File: config.mk
export PLATFORM = sky130hd
export DESIGN_NAME = bsst_cell
export DESIGN_NICKNAME = d
export VERILOG_FILES = /design/src/design/bsst_pkg.sv /design/src/design/bsst_cell.sv
export SDC_FILE = /design/constraint.sdc
export NUM_CORES = 1
export LEC_CHECK = 0
export ABC_AREA = 1
export BUFFER_PORTS_ARGS = -buffer_cell sky130_fd_sc_hd__buf_2
export CAP_MARGIN = 20
export CORE_AREA = 3 3 187 189
export DETAILED_ROUTE_END_ITERATION = 8
export DIE_AREA = 0 0 190 192
export SETUP_SLACK_MARGIN = 0.5
export SKIP_CTS_REPAIR_TIMING = 1
export SLEW_MARGIN = 20
export SYNTH_ARGS = -nofsm -noshare
export SYNTH_HDL_FRONTEND = slang
export SYNTH_SLANG_ARGS = --single-unit
File: constraint.sdc
create_clock -name clk -period 3.9 [get_ports clk]
set_clock_uncertainty 0.2 [all_clocks]
set_input_delay 0.78 -clock clk [delete_from_list [all_inputs] [get_ports clk]]
set_output_delay 0.78 -clock clk [all_outputs]
set_load 0.02 [all_outputs]
File: src/design/bsst_pkg.sv
package bsst_pkg;

    localparam int DEF_MAX_SPANS   = 16;
    localparam int DEF_OFFSET_BITS = 48;

    typedef enum logic [1:0] {
        OP_ADD     = 2'd0,
        OP_COVER   = 2'd1,
        OP_MISSING = 2'd2,
        OP_CLEAR   = 2'd3
    } opcode_t;

    typedef enum logic [1:0] {
        ST_OK   = 2'd0,
        ST_BAD  = 2'd1,
        ST_FULL = 2'd2
    } status_t;

    typedef enum logic [1:0] {
        CELL_HOLD = 2'd0,
        CELL_UP   = 2'd1,
        CELL_DOWN = 2'd2,
        CELL_CLR  = 2'd3
    } cell_op_t;

    typedef struct packed {
        cell_op_t op;
        logic     gap_mode;
    } cell_cmd_t;

    typedef struct packed {
        logic valid;
        logic after;
        logic hit;
    } cell_flags_t;

endpackage

File: src/design/bsst_cell.sv
module bsst_cell
    import bsst_pkg::*;
#(
    parameter int OFFSET_BITS = DEF_OFFSET_BITS
) (
    input  logic                          clk,
    input  logic                          rst_n,
    input  cell_cmd_t                     cmd,
    input  logic signed [OFFSET_BITS-1:0] key,
    input  logic signed [OFFSET_BITS-1:0] q_stop,
    input  logic        [OFFSET_BITS-2:0] new_start,
    input  logic        [OFFSET_BITS-2:0] new_stop,
    input  logic        [OFFSET_BITS-2:0] below_start,
    input  logic        [OFFSET_BITS-2:0] below_stop,
    input  logic                          below_valid,
    input  logic                          below_after,
    input  logic        [OFFSET_BITS-2:0] above_start,
    input  logic        [OFFSET_BITS-2:0] above_stop,
    input  logic                          above_valid,
    output logic        [OFFSET_BITS-2:0] start,
    output logic        [OFFSET_BITS-2:0] stop,
    output cell_flags_t                   flags
);

    logic [OFFSET_BITS-2:0]        start_reg, start_next;
    logic [OFFSET_BITS-2:0]        stop_reg, stop_next;
    logic                          valid_reg, valid_next;
    logic signed [OFFSET_BITS-1:0] start_s;
    logic signed [OFFSET_BITS-1:0] stop_s;
    logic                          skip;

    assign start_s = $signed({1'b0, start_reg});
    assign stop_s  = $signed({1'b0, stop_reg});
    assign skip    = valid_reg && (cmd.gap_mode ? (stop_s <= key) : (stop_s < key));

    assign flags.valid = valid_reg;
    assign flags.after = !skip;
    assign flags.hit   = valid_reg && (start_s <= key) && (q_stop <= stop_s);
    assign start       = start_reg;
    assign stop        = stop_reg;

    always_comb
    begin
        start_next = start_reg;
        stop_next  = stop_reg;
        valid_next = valid_reg;
        case (cmd.op)
            CELL_UP:
            begin
                if (below_after)
                begin
                    start_next = below_start;
                    stop_next  = below_stop;
                    valid_next = below_valid;
                end
                else if (!skip)
                begin
                    start_next = new_start;
                    stop_next  = new_stop;
                    valid_next = 1'b1;
                end
            end
            CELL_DOWN:
            begin
                if (!skip)
                begin
                    start_next = above_start;
                    stop_next  = above_stop;
                    valid_next = above_valid;
                end
            end
            CELL_CLR:
            begin
                valid_next = 1'b0;
            end
            default:
            begin
                valid_next = valid_reg;
            end
        endcase
    end

    always_ff @(posedge clk or negedge rst_n)
    begin
        if (!rst_n)
        begin
            valid_reg <= 1'b0;
        end
        else
        begin
            valid_reg <= valid_next;
        end
    end

    always_ff @(posedge clk)
    begin
        start_reg <= start_next;
        stop_reg  <= stop_next;
    end

endmodule

-- Yosys cells after proc, flatten, opt, wreduce, memory -nomap -nowiden
Cells that the tools add are included.
- latch bits: 0
- bits of input ports: 386
- word-level logic and storage cells: 33
- output and inout port bits: 97
- RAM bits: 0
- ROM bits: 0
- flip-flop bits (word level): 95
- memories kept: 0
- $add $sub $neg: 0
- equality and inequality tests: 5
- bitwise operators: 0
- div/mod/pow operators: 0
- shift operators: 0
- multiply operators: 0
- reductions and logical operators: 8
- muxes and demuxes: 13
- order comparisons: 4
- operators with widths (cell ; number):
    $mux 47 ; 6
    $pmux 47 s2 ; 2
    $le 48x48->1 ; 3
    $lt 48x48->1 ; 1
    $reduce_and 3->1 ; 2
    $eq 2x2->1 const B ; 2
    $mux 1 ; 4
    $logic_and 1x1->1 ; 3
    $ne 3x3->1 const B ; 1
    $pmux 1 s3 ; 1
    $reduce_bool 3->1 ; 1
    $eq 2x1->1 const B ; 1
    $ne 2x2->1 const B ; 1
    $reduce_bool 2->1 ; 1
    $logic_not 1->1 ; 1

-- Depth between registers and ports, before layout
- depth in word-level cells: 6
- depth in mapped cells: 20
- gate-level depth less buffers: 20

-- Worst setup path before layout
Ideal clock, no wire load.
- kind: input to register
- start: input port key[46]
- end: register start_reg[0], in the netlist start[0] (enable)
- arrival: 4.027 ns
- setup time: 0.460 ns
- slack: -0.787 ns
- cell stages on the path: 13
- data required time: 3.240 ns
- path through: inv_1 ha_1 nand2_1 nor2_2 nand2_2 inv_2 nand3_2 nor2_2 nand2_1 nand4_1 nand2_2 nand4_1 o21a_1
- word-level cells in the longest chain between the ends: 5
- elaborated cells between the ends (all ways): 7
- classes of those cells: order compare: 2; eq/ne: 2; mux: 1; reduce/logical: 2
- RTL lines (what ; line ; source):
    start, declared ; bsst_cell.sv:9 ; input logic signed [OFFSET_BITS-1:0] key,
    $lt 48x48->1 or $le 48x48->1 (tied branches) ; bsst_cell.sv:34 ; assign skip = valid_reg && (cmd.gap_mode ? (stop_s <= key) : (stop_s < key));
    $mux 1 * ; bsst_cell.sv:34 ;
    $logic_and 1x1->1 * ; bsst_cell.sv:34 ;
    $ne 3x3->1 (no source line) or $ne 2x2->1 (tied branches) ; - ;
    $reduce_and 3->1 (no source line) * ; - ;
    end signal, assigned ; bsst_cell.sv:97 ; start_reg <= start_next;
    end, declared ; bsst_cell.sv:25 ; logic [OFFSET_BITS-2:0] start_reg, start_next;
Mark *: on every way between the ends. The rest lies on a longest branch, timed or not.
A chain may end at the register's enable or synchronous reset.

==> impl_results.md <==
- Routability cong.: 0.880
- 1st-iter DRT viols: 321
- Commonest cells in the netlist: nand2_1, ha_1, inv_1
- Flops & latches, synth: 95
- Fill cells: 3558
- Largest cells by area after synthesis: edfxtp_1, ha_1, nand2_1
- RSZ-0062 raised after global routing: yes
- TritonRoute pass-1 iters: 7
- FF+latch area: 2850 um2
- Layout Cells excl Fill: 2006
- Pleak: 0.00624 uW
- Hold Vio Cnt, Final: 0
- Outcome: completed
- Rel. slew slack: 57.7%
- Routed met1 length: 14.1 mm
- Adder-cell share of the synthesized area: 21.2%
- Post-Synth Simple-Gate Area: 22.7%
- Post-synth EDFFs: 94
- Post-route ant nets: 0
- Pre-CTS setup slack: 0.188 ns
- Num rows: 67
- Crit path time final: 3.47 ns
- Share of post-route cells with drive strength above 1: 35.3%
- Slew Limit Fails: 0
- Avg Cell Area, Syn: 7.69 um2
- Setup slack, reg-to-reg: 0.86 ns
- Critical Path Sink Type: output port
- Peak supply drop: 0.207 mV
- Global-route wire length before repair: 49.1 mm
- Syn_nets: 1610
- Vias: 9198
- Number of remaining DRC errors: 0
- Synth top area share: 33.9%
- Final Cycle Share: 89.1%
- Worst-margin pin slew: 0.634 ns
- TritonCTS buffer count: 9
- Mapped Cells: 1083
- Crit path DAT: 2.49 ns
- CTS tree: done
- Vias in the first global route: 9013
- Clock Path Buffers: 2
- Root Buffer: clkbuf_16
- # nets final: 2080
- Final number of setup-violating endpoints: 0
- Req. time, crit path: 2.92 ns
- Antenna violations before repair: 1
- Diodes inserted: 0
- Worst setup margin: 0.427 ns
- Synth area leader: edfxtp_1
- Initial Utilization: 24.9%
- Setup CP Type: input port to output port
- Top Metal Used: met5
- Synth Area in Compound Gates: 13.8%
- Die height: 192 um
- Final wirelength: 33.7 mm
- HPWL Detailed: 28.8 mm
- Synth cell types: 34
- Crit-path max FO: 3
- Core footprint: 33400 um2
- Detail Route met3 WL: 2.33 mm
- Vias per cell: 4.59
- Setup TNS Final: 0 ns
- Avg WL per Cell: 16.8 um
- Ys Warns: 0
- CTS H-tree depth: 3
- Sequential fraction of the synthesis area: 34.2%
- Primary FF master, synth: edfxtp_1
- Die area: 36500 um2
- Post-synthesis mux area share: 0%
- Cell Area, Synth: 8330 um2
- Hold Path Class: flop to flop
- Total GRT Usage: 17.6%
- Xor/xnor share of the synthesized area: 0%
- IO buf count: 482
- Critical path launch point type: input port
- Die X: 190 um
- P&R area growth vs syn: 41.6%
- Clk pin slew, worst setup/hold paths: 0.07 ns
- Total congestion overflow: 0
- IO Count: 483
- Max Cap Violations: 0
- Total Power: 3490 uW
- Async set-reset flop share out of synthesis: 1.05%
- Metal2 WL: 16.5 mm
- Max Fclk: 0.288 GHz
- Largest family of logic cells by synthesized area: simple AND/OR/NAND/NOR gates
- # placed instances: 1983
- Total clock sinks: 95
- Power per cell area: 296 nW/um2
- Most numerous cell in the Yosys netlist: nand2_1
- Pin count of the biggest net entering global routing: 105
- Footprint of the multi-input gates: 4930 um2
- Clock Latency Late Sink: 0.37 ns
-- area by class of cell --
| type | instances | area share, % |
|---|---|---|
| Clock buffer | 10 | 1.94 |
| Tap cell | 448 | 4.75 |
| Timing Repair Buffer | 501 | 22.2 |
| Multi-Input combinational cell | 810 | 41.8 |
| Sequential cell | 95 | 24.1 |
| Inverter | 136 | 4.34 |
| Clock inverter | 6 | 0.775 |
-- where the power goes --
part	total (uW)	switching (uW)	internal [uW]
Combinational	1160	681	479
Clock	987	420	567
Sequential	1350	94.2	1250
Total	3490	1190	2300
-- routing by layer --
layer / track usage (%) / vias up
li1: - / 4631
met1: 20.9 / 4170
met2: 30.9 / 356
met3: 4.80 / 39
met4: 5.77 / 2
met5: 0 / -
-- cell families (layout without fill, tap and decap cells) --
family | after synthesis | after routing
and+or+nand+nor | 471 | 471
AOI/OAI and AO/OA | 198 | 198
buffers and inverters | 178 | 653
adders and majority gates | 141 | 141
DFF | 95 | 95
-- per-stage QoR --
stage | hold slack [ns] | util [%] | instance area (um2)
4_1_cts | -0.0615 | 34.7 | 11600
3_3_place_gp | 0.362 | 33.8 | 11300
2_1_floorplan | 0.284 | - | 8330
3_5_place_dp | 0.358 | 33.8 | 11300
6_report | 0.468 | 35.3 | 11800
5_1_grt | 0.546 | 35.3 | 11800
-- critical path, cell delays in order --
cell	delay (ns)
buf_2	0.10
ha_1	0.29
nand2_1	0.05
inv_1	0.07
nand2_2	0.07
nor4b_4	0.31
buf_4	0.16
nand2_1	0.07
inv_2	0.08
nand4_1	0.07
nand3_1	0.10
nand2_1	0.05
nor2_1	0.12
buf_4	0.17
-- worst paths after layout --
| check | to | from | cells after the start |
|---|---|---|---|
| min reg2reg | valid_reg | valid_reg | 2 |
| max | flags[0] | q_stop[39] | 14 |
| max in group asynchronous | valid_reg | rst_n | 2 |
| min | valid_reg | valid_reg | 2 |
| min in group asynchronous | valid_reg | rst_n | 2 |
| max reg2reg | start[36] | stop[27] | 14 |
-- cells in the final DEF (no fill, tap or decap), drive strengths merged, types with 2 or more instances in the layout --
| master | count |
|---|---|
| buf | 500 |
| nand2 | 307 |
| ha | 141 |
| inv | 136 |
| nor2 | 117 |
| a31oi | 94 |
| edfxtp | 94 |
| a21oi | 68 |
| o21ai | 20 |
| nand3 | 18 |
| nand4 | 15 |
| clkbuf | 10 |
| nor3 | 10 |
| o21a | 5 |
| o211ai | 4 |
| clkinv | 4 |
| a21o | 3 |
| o221ai | 2 |
| bufinv | 2 |
(Power assumes the default switching activity.)
